File: src/rtl/core/pbrs_pkg.sv
package pbrs_pkg;

  // store geometry and search reach
  localparam int MAX_WIDTH     = 512;
  localparam int MAX_HEIGHT    = 512;
  localparam int SEARCH_RADIUS = 10;

  localparam int DEPTH   = MAX_WIDTH * MAX_HEIGHT;
  localparam int ADDR_W  = $clog2(DEPTH);
  localparam int POS_W   = 9;
  localparam int COLOR_W = 8;
  localparam int RGB_W   = 3 * COLOR_W;
  localparam int DIM_W   = 10;
  localparam int RAD_W   = $clog2(SEARCH_RADIUS + 1);
  localparam int OFS_W   = $clog2(2 * SEARCH_RADIUS + 1);

  localparam logic [RGB_W-1:0] WHITE = '1;

  // input command codes
  localparam logic CMD_WRITE = 1'b0;
  localparam logic CMD_QUERY = 1'b1;

  // configuration port
  localparam int PADDR_W = 3;
  localparam int PDATA_W = 32;
  localparam logic REG_WIDTH  = 1'b0;
  localparam logic REG_HEIGHT = 1'b1;

  typedef enum logic [1:0] {
    SIDE_TOP,
    SIDE_BOTTOM,
    SIDE_LEFT,
    SIDE_RIGHT
  } side_t;

  typedef struct packed {
    logic wr;          // store the pixel of the input transfer
    logic load;        // latch the query cursor
    logic init;        // set up radius and scan counters
    logic issue;       // read the current scan pixel and step
    logic emit;        // load the output register
    logic emit_found;
  } pbrs_cmd_t;

  typedef struct packed {
    logic outside;     // cursor outside the window
    logic issue_done;  // last scan pixel already read
    logic hit;         // returned pixel is not white
    logic miss_end;    // last pixel returned and it was white
  } pbrs_stat_t;

  function automatic logic [DIM_W-1:0] umin(input logic [DIM_W-1:0] a,
                                            input logic [DIM_W-1:0] b);
    return (a < b) ? a : b;
  endfunction

endpackage

File: src/rtl/core/pbrs_regs.sv
module pbrs_regs (
  input  logic                          clk,
  input  logic                          rst_n,
  input  logic                          psel,
  input  logic                          penable,
  input  logic                          pwrite,
  input  logic [pbrs_pkg::PADDR_W-1:0]  paddr,
  input  logic [pbrs_pkg::PDATA_W-1:0]  pwdata,
  output logic [pbrs_pkg::PDATA_W-1:0]  prdata,
  output logic                          pready,
  output logic [pbrs_pkg::DIM_W-1:0]    image_width,
  output logic [pbrs_pkg::DIM_W-1:0]    image_height
);

  logic [pbrs_pkg::DIM_W-1:0] width_r;
  logic [pbrs_pkg::DIM_W-1:0] height_r;
  logic                       wr_en;

  assign pready = 1'b1;
  assign wr_en  = psel && penable && pwrite;

  // registers are word aligned, so only the index bit selects
  always_ff @(posedge clk) begin
    if (!rst_n) begin
      width_r  <= pbrs_pkg::DIM_W'(pbrs_pkg::MAX_WIDTH);
      height_r <= pbrs_pkg::DIM_W'(pbrs_pkg::MAX_HEIGHT);
    end else if (wr_en) begin
      case (paddr[2])
        pbrs_pkg::REG_WIDTH:  width_r  <= pwdata[pbrs_pkg::DIM_W-1:0];
        pbrs_pkg::REG_HEIGHT: height_r <= pwdata[pbrs_pkg::DIM_W-1:0];
        default: ;
      endcase
    end
  end

  always_comb begin
    case (paddr[2])
      pbrs_pkg::REG_WIDTH:  prdata = pbrs_pkg::PDATA_W'(width_r);
      pbrs_pkg::REG_HEIGHT: prdata = pbrs_pkg::PDATA_W'(height_r);
      default:              prdata = '0;
    endcase
  end

  assign image_width  = width_r;
  assign image_height = height_r;

endmodule

File: config.mk
export PLATFORM = sky130hd
export DESIGN_NAME = pbrs_regs
export DESIGN_NICKNAME = d
export VERILOG_FILES = /design/src/rtl/core/pbrs_pkg.sv /design/src/rtl/core/pbrs_regs.sv
export SDC_FILE = /design/constraint.sdc
export NUM_CORES = 1
export LEC_CHECK = 0
export BUFFER_PORTS_ARGS = -buffer_cell sky130_fd_sc_hd__buf_4
export CAP_MARGIN = 0
export CORE_UTILIZATION = 38
export DETAILED_ROUTE_END_ITERATION = 10
export PLACE_DENSITY_LB_ADDON = 0.1
export SKIP_LAST_GASP = 1
export SLEW_MARGIN = 20
export SYNTH_ARGS = -nofsm -noshare
export SYNTH_HDL_FRONTEND = slang
export SYNTH_SLANG_ARGS = --single-unit
File: constraint.sdc
create_clock -name clk -period 0.95 [get_ports clk]
set_clock_uncertainty 0.15 [all_clocks]
set_input_delay 0.1425 -clock clk [delete_from_list [all_inputs] [get_ports clk]]
set_output_delay 0.1425 -clock clk [all_outputs]
set_load 0.05 [all_outputs]
==> PnR_summary.wiki <==
{| class="wikitable"
! Metric !! Value
|-
| Fraction of the yosys area taken by sequential cells || 36.82%
|-
| Die H || 55.49 um
|-
| CTS H-tree lvls || 1
|-
| Worst path setup slack after routing || -0.4328 ns
|-
| Worst hold margin || -0.03244 ns
|-
| Post-route antenna net violation count || 0
|-
| Max-capacitance violation count || 0
|-
| Layout Nets || 235
|-
| Total wirelength of the detailed-routed design || 2737 um
|-
| Worst Setup Path Type || register to output port
|-
| Minimum setup slack after placement || -0.2321 ns
|-
| Maximum clock frequency || 723.1 MHz
|-
| Antenna violations before repair || 0
|-
| Detailed-route DRC error count || 0
|-
| Number of rows in the core area || 19
|-
| Run status || finished with violations
|-
| Signed area change from the synthesized netlist to the final layout || 92.06%
|-
| Clock root buffer master || clkbuf_4
|-
| Violations in the final reports || negative hold slack, negative setup slack
|-
| Power per Cell Area || 1035 nW/um^2
|-
| Number of buffers created by CTS || 3
|-
| Sum of overflow across all layers after global routing || 0
|-
| Initial cell density of the core || 39.77%
|-
| Number of fill cells in the layout || 179
|-
| Setup repair after global routing missed its margin || true
|-
| Mean number of vias per cell || 4.436
|-
| DRT iter0 DRCs || 13
|-
| Yosys top cell area share || 36.82%
|-
| Number of hold buffers added after CTS || 9
|-
| Startpoint class of the critical path || register
|-
| Average wire length per cell after detail routing || 12.16 um
|-
| Final max-slew violation count || 0
|-
| Clock Path Buffers || 2
|-
| CP max FO || 2
|-
| Global-route wire length before repair || 4347 um
|-
| Leakage power summed over all cells || 0.001096 uW
|-
| Mean post-synth cell area || 9.622 sq um
|-
| Pin count of the biggest net entering global routing || 22
|-
| Total via count in the routed design || 998
|-
| Post-route clock period utilization || 145.6%
|-
| Count of final setup violators || 36
|-
| Number of iterations in the first detailed-routing pass || 6
|-
| Area contributors post-synth || dfxtp_1, mux2i_1, buf_4
|-
| Dominant cell type by area after synthesis || dfxtp_1
|-
| Fraction of layout cells with a size suffix above 1 || 57.73%
|-
| Worst Setup End Kind || output port
|-
| Number of endpoints with negative hold slack in the final report || 2
|-
| Port-buffer cells || 45
|-
| Clock-pin slew on the worst setup and hold paths || 0.12 ns
|-
| Number of antenna repair diodes || 0
|-
| Crit path time final || 1.383 ns
|-
| Area of the mapped netlist || 1087 sq um
|-
| Placer congestion estimate || 0.6781
|-
| TritonCTS clock tree || built
|-
| Post-synthesis sequential element count || 20
|-
| Crit path arrival time || 1.09 ns
|-
| Number of global-route vias before repair || 990
|-
| Number of warnings issued by yosys || 0
|-
| Endpoint required time on the critical path || 0.66 ns
|-
| Die area || 3079 sq um
|-
| Die extent in x || 55.49 um
|-
| Worst VDD drop || 0.001003 V
|-
| Clock Latency Late Sink || 0.29 ns
|-
| Post-Syn Instances || 113
|-
| Boundary Pins || 93
|-
| Core area || 2734 sq um
|-
| GR Util All Layers || 18.02%
|-
| Distinct cells, synth || 12
|-
| Class of the tightest hold or removal check || input pin to register
|-
| Number of sinks on the clock net || 20
|-
| HPWL Detailed || 1746 um
|}
registers in the layout (all words and copies together), names as in the netlist:
signal and cells:
image_height 10, image_width 10
path summary, 6_finish.rpt:
path,start,end,slack (ns),depth (start not counted)
max,image_width[2]$_SDFFE_PN0P_,prdata[2],-0.43,2
min,pwdata[9],image_width[9]$_SDFFE_PN1P_,-0.03,3
max reg2reg,image_height[6]$_SDFFE_PN0P_,image_height[6]$_SDFFE_PN0P_,-0.02,4
min reg2reg,image_height[4]$_SDFFE_PN0P_,image_height[4]$_SDFFE_PN0P_,0.45,3
critical path, stage by stage, from the launching register on:
cell and delay, ns:
dfxtp_4 0.37, mux2_4 0.27, buf_6 0.15
layout by cell type (no fill, tap or decap):
| master | synthesis | final |
|---|---|---|
| buf_12 | 0 | 1 |
| buf_4 | 24 | 25 |
| buf_6 | 2 | 31 |
| buf_8 | 0 | 19 |
| bufinv_16 | 0 | 1 |
| clkbuf_4 | 0 | 3 |
| conb_1 | 2 | 23 |
| dfxtp_4 | 0 | 20 |
| dlygate4sd3_1 | 0 | 9 |
| mux2_4 | 0 | 10 |
| mux2i_1 | 20 | 20 |
| nand2_1 | 27 | 26 |
| nand2_2 | 0 | 1 |
| nand4_1 | 1 | 1 |
| nand4b_4 | 1 | 1 |
| nor2b_1 | 3 | 3 |
timing repair:
action	in CTS	in global routing
setup buffers	2	10
gates resized for setup	66	8
pin swaps	0	0
endpoints found under the hold margin	20	4
endpoints found under the setup margin	30	33
through the flow:
stage	setup TNS, ns	instance area (sq um)	power (uW)	std cells	utilization, %
finish	-9.314	2088	2162	225	76.38
global route	-10.93	2088	2268	225	76.38
CTS	-9.878	2029	2173	219	74.23
detailed placement	-6.162	1624	1392	204	59.40
global placement	-5.993	1624	1387	204	59.40
floorplan	-0.9233	1279	1324	134	-
logic make-up after synthesis:
| group | Yosys count | synth area share [%] |
|---|---|---|
| buf+inv | 29 | 19.91 |
| flops | 20 | 36.82 |
| mux | 30 | 28.77 |
| other cells | 2 | 0.6907 |
| simple gates | 32 | 13.81 |
power by group:
group	internal [uW]	switching [uW]	total, uW
Sequential	813	12.6	825
Clock	426	264	690
Combinational	229	417	646
Total	1470	694	2160
final cells by class:
cell class	instances	area, sq um	share of cell area (%)
clock buffer	3	22.52	1.078
tap	31	38.79	1.857
timing repair buffer	85	932.1	44.64
sequential	20	475.5	22.77
multi-input combinational	85	589.3	28.22
clock inverter	1	30.03	1.438
cells in the mapped netlist:
cell and n:
nand4_1 1, mux2_2 10, mux2i_1 20, buf_4 24, nand4b_4 1, clkbuf_1 1
conb_1 2, dfxtp_1 20, nand2_1 27, nor2b_1 3, buf_6 2, buf_2 2
layer usage:
layer / vias to the layer above / track usage, % / wire length, um
met5: - / 0 / 0
met4: 0 / 6.429 / 29
met3: 4 / 2.576 / 116
met2: 35 / 36.49 / 1600
met1: 471 / 18.18 / 992
li1: 488 / - / -
(Power assumes the default switching activity.)
