## config.mk

```make
export PLATFORM = sky130hd
export DESIGN_NAME = pbrs_ctrl
export DESIGN_NICKNAME = d
export VERILOG_FILES = /design/src/rtl/core/pbrs_pkg.sv /design/src/rtl/core/pbrs_ctrl.sv
export SDC_FILE = /design/constraint.sdc
export NUM_CORES = 1
export LEC_CHECK = 0
export BUFFER_PORTS_ARGS = -buffer_cell sky130_fd_sc_hd__buf_2
export CORE_AREA = 10 10 47 49
export DETAILED_ROUTE_END_ITERATION = 12
export DIE_AREA = 0 0 57 59
export GPL_TIMING_DRIVEN = 1
export HOLD_SLACK_MARGIN = 0.12
export PLACE_DENSITY = 0.56
export SYNTH_ARGS = -nofsm -noshare
export SYNTH_HDL_FRONTEND = slang
export SYNTH_SLANG_ARGS = --single-unit
```

## constraint.sdc

```tcl
create_clock -name clk -period 1.8 [get_ports clk]
set_input_delay 0.09 -clock clk [delete_from_list [all_inputs] [get_ports clk]]
set_output_delay 0.09 -clock clk [all_outputs]
set_load 0.05 [all_outputs]
```

## src/rtl/core/pbrs_pkg.sv

```systemverilog
package pbrs_pkg;

  // store geometry and search reach
  localparam int MAX_WIDTH     = 512;
  localparam int MAX_HEIGHT    = 512;
  localparam int SEARCH_RADIUS = 10;

  localparam int DEPTH   = MAX_WIDTH * MAX_HEIGHT;
  localparam int ADDR_W  = $clog2(DEPTH);
  localparam int POS_W   = 9;
  localparam int COLOR_W = 8;
  localparam int RGB_W   = 3 * COLOR_W;
  localparam int DIM_W   = 10;
  localparam int RAD_W   = $clog2(SEARCH_RADIUS + 1);
  localparam int OFS_W   = $clog2(2 * SEARCH_RADIUS + 1);

  localparam logic [RGB_W-1:0] WHITE = '1;

  // input command codes
  localparam logic CMD_WRITE = 1'b0;
  localparam logic CMD_QUERY = 1'b1;

  // configuration port
  localparam int PADDR_W = 3;
  localparam int PDATA_W = 32;
  localparam logic REG_WIDTH  = 1'b0;
  localparam logic REG_HEIGHT = 1'b1;

  typedef enum logic [1:0] {
    SIDE_TOP,
    SIDE_BOTTOM,
    SIDE_LEFT,
    SIDE_RIGHT
  } side_t;

  typedef struct packed {
    logic wr;          // store the pixel of the input transfer
    logic load;        // latch the query cursor
    logic init;        // set up radius and scan counters
    logic issue;       // read the current scan pixel and step
    logic emit;        // load the output register
    logic emit_found;
  } pbrs_cmd_t;

  typedef struct packed {
    logic outside;     // cursor outside the window
    logic issue_done;  // last scan pixel already read
    logic hit;         // returned pixel is not white
    logic miss_end;    // last pixel returned and it was white
  } pbrs_stat_t;

  function automatic logic [DIM_W-1:0] umin(input logic [DIM_W-1:0] a,
                                            input logic [DIM_W-1:0] b);
    return (a < b) ? a : b;
  endfunction

endpackage

```

## src/rtl/core/pbrs_ctrl.sv

```systemverilog
module pbrs_ctrl (
  input  logic                 clk,
  input  logic                 rst_n,
  input  logic                 in_valid,
  input  logic                 in_command,
  output logic                 in_stall,
  output logic                 out_valid,
  input  logic                 out_stall,
  input  pbrs_pkg::pbrs_stat_t stat,
  output pbrs_pkg::pbrs_cmd_t  cmd
);

  typedef enum logic [1:0] {
    ST_IDLE,
    ST_CALC,
    ST_SCAN,
    ST_EMIT
  } state_t;

  state_t state_r, state_nxt;
  logic   found_r, found_nxt;
  logic   out_valid_r;
  logic   accept;

  assign in_stall  = (state_r != ST_IDLE);
  assign out_valid = out_valid_r;
  assign accept    = in_valid && !in_stall;

  always_comb begin
    cmd            = '0;
    cmd.wr         = accept && (in_command == pbrs_pkg::CMD_WRITE);
    cmd.load       = accept && (in_command == pbrs_pkg::CMD_QUERY);
    cmd.init       = (state_r == ST_CALC);
    // stop reading once a hit shows so its data stays in the read register
    cmd.issue      = (state_r == ST_SCAN) && !stat.issue_done && !stat.hit;
    cmd.emit       = (state_r == ST_EMIT) && (!out_valid_r || !out_stall);
    cmd.emit_found = found_r;
  end

  always_comb begin
    state_nxt = state_r;
    found_nxt = found_r;
    case (state_r)
      ST_IDLE: begin
        if (cmd.load) state_nxt = ST_CALC;
      end
      ST_CALC: begin
        if (stat.outside) begin
          found_nxt = 1'b0;
          state_nxt = ST_EMIT;
        end else begin
          state_nxt = ST_SCAN;
        end
      end
      ST_SCAN: begin
        if (stat.hit) begin
          found_nxt = 1'b1;
          state_nxt = ST_EMIT;
        end else if (stat.miss_end) begin
          found_nxt = 1'b0;
          state_nxt = ST_EMIT;
        end
      end
      ST_EMIT: begin
        if (cmd.emit) state_nxt = ST_IDLE;
      end
      default: state_nxt = ST_IDLE;
    endcase
  end

  always_ff @(posedge clk) begin
    if (!rst_n) begin
      state_r     <= ST_IDLE;
      found_r     <= 1'b0;
      out_valid_r <= 1'b0;
    end else begin
      state_r <= state_nxt;
      found_r <= found_nxt;
      if (cmd.emit) begin
        out_valid_r <= 1'b1;
      end else if (!out_stall) begin
        out_valid_r <= 1'b0;
      end
    end
  end

endmodule

```

==> impl_results.rst, run 1 <==
.. list-table::
   :header-rows: 1

   * - Metric
     - Value
   * - Top library cells by usage in the layout, fill and taps aside
     - buf_2 (16), ha_1 (5), inv_1 (4), o21ai_0 (4), dfxtp_1 (4)
   * - Post-Synthesis Net Count
     - just over 50
   * - Start-to-end type of the worst setup path
     - flip-flop to flip-flop
   * - Root Driver
     - clkbuf_4
   * - Cell area after synthesis
     - about 310 um2
   * - Number of warnings issued by yosys
     - 0
   * - Run status
     - completed
   * - Origin of the worst min-delay path
     - rst_n
   * - CTS Buffer Depth
     - 2
   * - Worst-path fanout max
     - 6
   * - Post-route DRC violation count
     - 0
   * - Destination of the worst hold path
     - found_r$_SDFFE_PN0P_
   * - Shortest clock period the worst path allows after layout
     - roughly 1.5 ns
   * - Most common cell after layout, fill and taps aside
     - buf_2
   * - Area Overhead vs Synth
     - 38.71%
   * - Number of detailed-route iterations in the first pass
     - 3
   * - Skew final
     - roughly 0.0047 ns
   * - Floorplan Core Area
     - ~1400 um2
   * - Pwr per Cell Area
     - 1638 nW/um2
   * - HPWL Detailed
     - just under 700 um
   * - Inserted Diodes
     - 0
   * - Period utilisation layout
     - a little over four fifths
   * - Starting density of the core
     - 22.14%
   * - R2R setup slack
     - 0.28 ns
   * - Final hold violations
     - 0
   * - Setup TNS
     - 0 ns
   * - Buffers inserted during post-CTS setup optimization
     - 0
   * - Reg2reg path depth
     - 6
   * - Initial antenna violation count
     - 0
   * - Flop and latch count out of synthesis
     - 4
   * - Critical R2R Launch
     - state_r[0]$_SDFFE_PN0P_
   * - Total number of H-tree levels
     - 1
   * - Hold Worst Slack
     - about 0.17 ns
   * - Overall die height
     - 59 um
   * - Vias post-DR
     - just over 300
   * - Worst Path Arrival
     - roughly 1.7 ns
   * - Port bufs
     - 16
   * - Via count of the first global-routing pass
     - roughly 320
   * - LEAKAGE
     - approximately 0.22 nW
   * - Clock tree from TritonCTS
     - built
   * - Netlist cell types
     - 19
   * - VDD IR-drop max
     - a little over 400 uV
   * - Number of maximum-capacitance violations
     - 0
   * - Site Rows
     - 14
   * - Setup repair after global routing missed its margin
     - false
   * - # IOs
     - 17
   * - Wire length of the first global-routing pass
     - about 1.4 mm
   * - Final Max Tran Viols
     - 0
   * - Final layout net count
     - just over 70
   * - Fraction of layout cells with a size suffix above 1
     - about two fifths
   * - Cells along the critical path
     - inv_1, ha_1, a21boi_1, a311oi_2, o211ai_1, o21ai_0
   * - Global routing usage summed across all routing layers
     - around 5.3%
   * - Number of buffers inserted during clock tree synthesis
     - 3
   * - Number of instances on the worst hold path
     - 2
   * - Hold-fix buffer count after cts
     - 0
   * - Total placed instance area
     - 407.9 um2
   * - Worst reg2reg path endpoint
     - state_r[0]$_SDFFE_PN0P_
   * - Post_cts resized
     - 0
   * - Overall routed net length
     - 803 um
   * - Final std cell area, no fill
     - between 400 and 500 um2
   * - Hold WC Path Type
     - input port to flip-flop
   * - Buffers plus inverters on the worst setup path
     - 1
   * - Weighted congestion at the end of routability-driven global placement
     - about 0.7
   * - Highest cell delay on the worst timing path
     - between 0.4 and 0.5 ns
   * - Synthesized netlist cell count
     - 37
   * - Cell class contributing the biggest share of worst-path delay
     - compound AO/OA/AOI/OAI gates
   * - Slowest cell on the critical path
     - dfxtp_1
   * - CP Data Required Time
     - about 2 ns
   * - Count of final setup violators
     - 0
   * - Max_slew headroom
     - 79.60%
   * - Number of sinks driven by the clock tree
     - 4
   * - Latest clock arrival within the worst-skew pair
     - ~0.23 ns
   * - Area of the die
     - roughly 3400 um2
   * - Timing-limited maximum frequency
     - between 0.6 and 0.7 GHz
   * - Clock transition at path regs
     - about 0.040 ns
   * - Post-DR wirelength/cell
     - ~11 um
   * - Worst setup SP type
     - flip-flop
   * - Crit path capture type
     - flip-flop
   * - Sequential area share after synthesis
     - between 20% and 30%
   * - Overflow left after global routing
     - 0
   * - Remaining antenna violation count after routing
     - 0
   * - Maximum number of pins on one net before global-route repair
     - 7
   * - Post-detailed-route via-to-cell ratio
     - 4.366
   * - Width of the die
     - approximately 57 um
   * - Count of routing violations after the opening detailed-route iteration
     - 6
   * - Post-Syn Area per Cell
     - approximately 8.4 um2
   * - Transition time at the pin with the least slew margin
     - 0.3060 ns
-- synthesized netlist by cell type --
cell type / count / area [um2]
ha_1: 5 / 62.56
dfxtp_1: 4 / 80.08
inv_1: 4 / 15.01
o21ai_0: 4 / 20.02
nand2_1: 3 / 11.26
nand3_1: 2 / 10.01
nor2b_1: 2 / 12.51
nor3b_1: 2 / 15.01
a21boi_0: 1 / 7.510
a21boi_1: 1 / 7.510
a21oi_1: 1 / 5.000
a22o_1: 1 / 8.760
a22oi_1: 1 / 7.510
a311oi_2: 1 / 15.01
and3_2: 1 / 7.510
buf_4: 1 / 7.510
nand2b_1: 1 / 6.260
nor2_1: 1 / 3.750
o211ai_1: 1 / 7.510
-- how the worst max path moves through the flow --
| stage | startpoint | depth (start not counted) | slack, ns | to |
|---|---|---|---|---|
| 2_1_floorplan | state_r[1]$_SDFFE_PN0P_ | 6 | 0.24 | found_r$_SDFFE_PN0P_ |
| 5_1_grt | state_r[0]$_SDFFE_PN0P_ | 6 | 0.07 | state_r[0]$_SDFFE_PN0P_ |
| 3_5_place_dp | state_r[0]$_SDFFE_PN0P_ | 6 | 0.29 | state_r[0]$_SDFFE_PN0P_ |
| 3_3_place_gp | state_r[0]$_SDFFE_PN0P_ | 6 | 0.30 | state_r[0]$_SDFFE_PN0P_ |
| 4_1_cts | state_r[0]$_SDFFE_PN0P_ | 6 | 0.27 | state_r[0]$_SDFFE_PN0P_ |
| 6_report | state_r[0]$_SDFFE_PN0P_ | 6 | 0.28 | state_r[0]$_SDFFE_PN0P_ |
-- metal layers --
metal / wire (um) / share of wire [%] / global-route usage [%]
met1: 353 / 44 / 5.516
met2: 334 / 42 / 6.977
met3: 116 / 14 / 4.292
met4: 0 / 0 / 4.027
met5: 0 / 0 / 0
-- worst register-to-register path, cell delays in order (launching register included) --
cell and delay (ns):
dfxtp_1 0.41, inv_1 0.11, ha_1 0.24, a21boi_1 0.14, a311oi_2 0.33, o211ai_1 0.14
o21ai_0 0.09
-- metrics by stage --
| stage | std cells | power (mW) | worst slack, ns | utilization, % |
|---|---|---|---|---|
| after floorplan | 37 | 0.5045 | 0.2358 | - |
| after global placement | 68 | 0.5965 | 0.3049 | 29.11 |
| after detailed placement | 68 | 0.5977 | 0.2862 | 29.11 |
| after CTS | 71 | 0.7153 | 0.2678 | 30.71 |
| after global routing | 71 | 0.7760 | 0.06580 | 30.71 |
| final | 71 | 0.7050 | 0.2782 | 30.71 |
-- kinds of logic after synthesis --
family / synth area share (%)
compound gates: 25.40
fa+ha+maj: 20.16
buf+inv: 7.258
flops: 25.81
simple gates: 21.37
-- report_power, final --
group          internal, mW  total, mW  switching (mW)
logic                 0.139      0.449           0.311
registers             0.115      0.145          0.0296
clock network        0.0746      0.111          0.0366
total                 0.328      0.705           0.377
-- flip-flops by register name, summed over array words and instances (netlist names) --
register	cells
found_r	1
state_r	2
out_valid	1
-- area by class of cell --
type	count	area [um2]
clock buffers	3	22.52
multi-input cells	28	212.7
repair buffers	16	80.08
fillers	154	970.9
well taps	16	20.02
flip-flops and latches	4	80.08
inverters	4	15.01
Power figures use the tool's default switching activity.
==> run 2: changes to the inputs <==
==> constraint.sdc (replaced) <==
create_clock -name clk -period 1.45 [get_ports clk]
set_input_delay 0.0725 -clock clk [delete_from_list [all_inputs] [get_ports clk]]
set_output_delay 0.0725 -clock clk [all_outputs]
set_load 0.05 [all_outputs]
==> run 2 against run 1 <==
  * Critical endpoint is now cmd[4]
  * Sequential share of layout area is 1.9 points lower
  * Register-to-register slack worse by 0.18 ns
  * Largest power group unchanged
  * Core utilization increased by 4.6 points
  * Die area did not move
  * Hold slack got worse by 0.027 ns
==> impl_results.rst, run 2 (synthesis gave the netlist of run 1 again) <==
.. list-table::
   :header-rows: 1

   * - Metric
     - Value
   * - Run status
     - completed
   * - Overall die height
     - 59 um (unchanged)
   * - Count of final setup violators
     - 0 (unchanged)
   * - CTS Buffer Depth
     - 2 (unchanged)
   * - LEAKAGE
     - 0.2427 nW (+12%)
   * - Highest cell delay on the worst timing path
     - 0.35 ns (-0.06 ns)
   * - Number of detailed-route iterations in the first pass
     - 5 (+2)
   * - Final hold violations
     - 0 (unchanged)
   * - Inserted Diodes
     - 0 (unchanged)
   * - Global routing usage summed across all routing layers
     - 5.592% (+0.26 points)
   * - Max_slew headroom
     - 77.82% (-1.8 points)
   * - Hold Worst Slack
     - 0.1389 ns (-0.02663 ns)
   * - Grt met1 use
     - 4.671% (-0.84 points)
   * - Top register by number of flip-flops
     - state_r
   * - Number of buffers inserted during clock tree synthesis
     - 3 (unchanged)
   * - Clock tree from TritonCTS
     - built
   * - Start-to-end type of the worst setup path
     - flip-flop to primary output
   * - R2R setup slack
     - 0.10 ns (-0.18 ns)
   * - CP Data Required Time
     - 1.38 ns (-0.58 ns)
   * - Number of instances on the worst hold path
     - 3 (+1)
   * - Clock transition at path regs
     - 0.04 ns (about the same)
   * - Overall routed net length
     - 901 um (+12%)
   * - Maximum number of pins on one net before global-route repair
     - 7 (unchanged)
   * - Via count of the first global-routing pass
     - 359 (+11%)
   * - Total number of H-tree levels
     - 1 (unchanged)
   * - Met2 Track Usage GR
     - 9.302% (+2.3 points)
   * - Vias post-DR
     - 342 (+10%)
   * - HPWL Detailed
     - 738.3 um (+9.4%)
   * - Latest clock arrival within the worst-skew pair
     - 0.23 ns (about the same)
   * - Port bufs
     - 16 (unchanged)
   * - Number of maximum-capacitance violations
     - 0 (unchanged)
   * - Area Overhead vs Synth
     - 59.27%
   * - Count of routing violations after the opening detailed-route iteration
     - 4 (-2)
   * - Timing-limited maximum frequency
     - a little over 0.7 GHz
   * - Final Max Tran Viols
     - 0 (unchanged)
   * - Wire length of the first global-routing pass
     - 1.490 mm (+7.5%)
   * - Area of the die
     - 3363 um2 (unchanged)
   * - Most used routing layer in global routing
     - met2
   * - Post-route DRC violation count
     - 0 (unchanged)
   * - Reg2reg path depth
     - 6 (unchanged)
   * - Overflow left after global routing
     - 0 (unchanged)
   * - Cells along the critical path
     - inv_1, ha_1, buf_4, and3_2, buf_4
   * - Max FFs per register
     - 2 (unchanged)
   * - Number of sinks driven by the clock tree
     - 4 (unchanged)
   * - VDD IR-drop max
     - 719.6 uV (+74%)
   * - Initial antenna violation count
     - 0 (unchanged)
   * - Top library cells by usage in the layout, fill and taps aside
     - buf_2 (14), buf_4 (8)
   * - Post-detailed-route via-to-cell ratio
     - 4.442 (+1.7%)
   * - Origin of the worst min-delay path
     - rst_n
   * - Shortest clock period the worst path allows after layout
     - 1.389 ns
   * - Hold WC Path Type
     - input port to flip-flop
   * - Weighted congestion at the end of routability-driven global placement
     - 0.7534 (+7.9%)
   * - Post-DR wirelength/cell
     - 11.70 um (+3.5%)
   * - # IOs
     - 17 (unchanged)
   * - Remaining antenna violation count after routing
     - 0 (unchanged)
   * - Destination of the worst hold path
     - state_r[0]$_SDFFE_PN0P_
   * - Dominant cell type by count on the critical path
     - buf_4
   * - Worst reg2reg path endpoint
     - state_r[1]$_SDFFE_PN0P_
   * - Worst Path Arrival
     - 1.32 ns (-0.36 ns)
   * - Width of the die
     - 57 um (unchanged)
   * - Floorplan Core Area
     - 1401 um2 (unchanged)
   * - Site Rows
     - 14 (unchanged)
   * - Fraction of layout cells with a size suffix above 1
     - 57.38% (+17 points)
   * - Met3 routing resource usage after global routing
     - 3.863% (-0.43 points)
   * - Worst setup SP type
     - flip-flop
   * - Starting density of the core
     - 22.14% (unchanged)
   * - Slowest cell on the critical path
     - dfxtp_2
   * - Most common cell after layout, fill and taps aside
     - buf_2
   * - Worst-path fanout max
     - 4 (-2)
   * - Skew final
     - 0.003607 ns (-0.001091 ns)
   * - Period utilisation layout
     - between 90 and 100%
   * - Crit path capture type
     - primary output
   * - Root Driver
     - clkbuf_4
   * - Final design utilization
     - 35.27% (+4.6 points)
   * - Pwr per Cell Area
     - 2053 nW/um2 (+25%)
   * - Critical R2R Launch
     - state_r[0]$_SDFFE_PN0P_
   * - Transition time at the pin with the least slew margin
     - 0.3327 ns (+0.02674 ns)
   * - Final layout net count
     - 77 (+8.5%)
-- run 2: routing by layer --
layer / share of wire, % / wire [um] / vias to the layer above
li1: - / - / 178
met1: 43 / 388 / 149
met2: 45 / 406 / 13
met3: 9.7 / 87 / 2
met4: 2.0 / 18 / 0
met5: 0 / 0 / -
-- run 2: power breakdown --
part / internal, mW / total [mW] / switching (mW)
sequential: 0.148 / 0.182 / 0.0332
clock: 0.0925 / 0.137 / 0.0444
combinational: 0.271 / 0.696 / 0.425
total: 0.512 / 1.01 / 0.503
-- run 2: worst max-delay path by stage --
stage / from / to
3_3_place_gp: state_r[0]$_SDFFE_PN0P_ / state_r[1]$_SDFFE_PN0P_
2_1_floorplan: state_r[1]$_SDFFE_PN0P_ / found_r$_SDFFE_PN0P_
6_report: state_r[1]$_SDFFE_PN0P_ / cmd[4]
4_1_cts: state_r[1]$_SDFFE_PN0P_ / cmd[4]
3_5_place_dp: state_r[0]$_SDFFE_PN0P_ / state_r[0]$_SDFFE_PN0P_
5_1_grt: state_r[1]$_SDFFE_PN0P_ / state_r[0]$_SDFFE_PN0P_
-- run 2: metrics by stage --
step                power [mW]  setup TNS (ns)  setup slack (ns)  area, um2  std cells
floorplan               0.6342               0           0.05012      321.6         37
global placement        0.8309               0           0.08630      451.7         73
detailed placement      0.8361               0           0.06464      451.7         73
CTS                     0.9957               0           0.01253      480.5         76
global route             1.105        -0.03144          -0.01653      494.2         77
finish                   1.015               0           0.06102      494.2         77
-- run 2: timing repair --
action                     4_1_cts  5_1_grt
buffers inserted                 0        1
gates cloned                     0        0
hold buffers                     0        0
resized for setup                3        5
setup endpoints to repair        2        5
pin swaps                        0        2
-- run 2: critical path, delay by kind of cell, from the launching register on --
| kind | cells | cell delay, ns |
|---|---|---|
| adders and majority gates | 1 | 0.19 |
| and+or+nand+nor | 1 | 0.16 |
| buffers and inverters | 3 | 0.39 |
| DFF | 1 | 0.35 |
-- run 2: area by class of cell --
cell class	count	area, um2
Clock buffer	3	22.52
Fill cell	164	907.1
Inverter	4	15.01
Multi-Input combinational cell	28	224.0
Sequential cell	4	82.58
Tap cell	16	20.02
Timing Repair Buffer	22	130.1
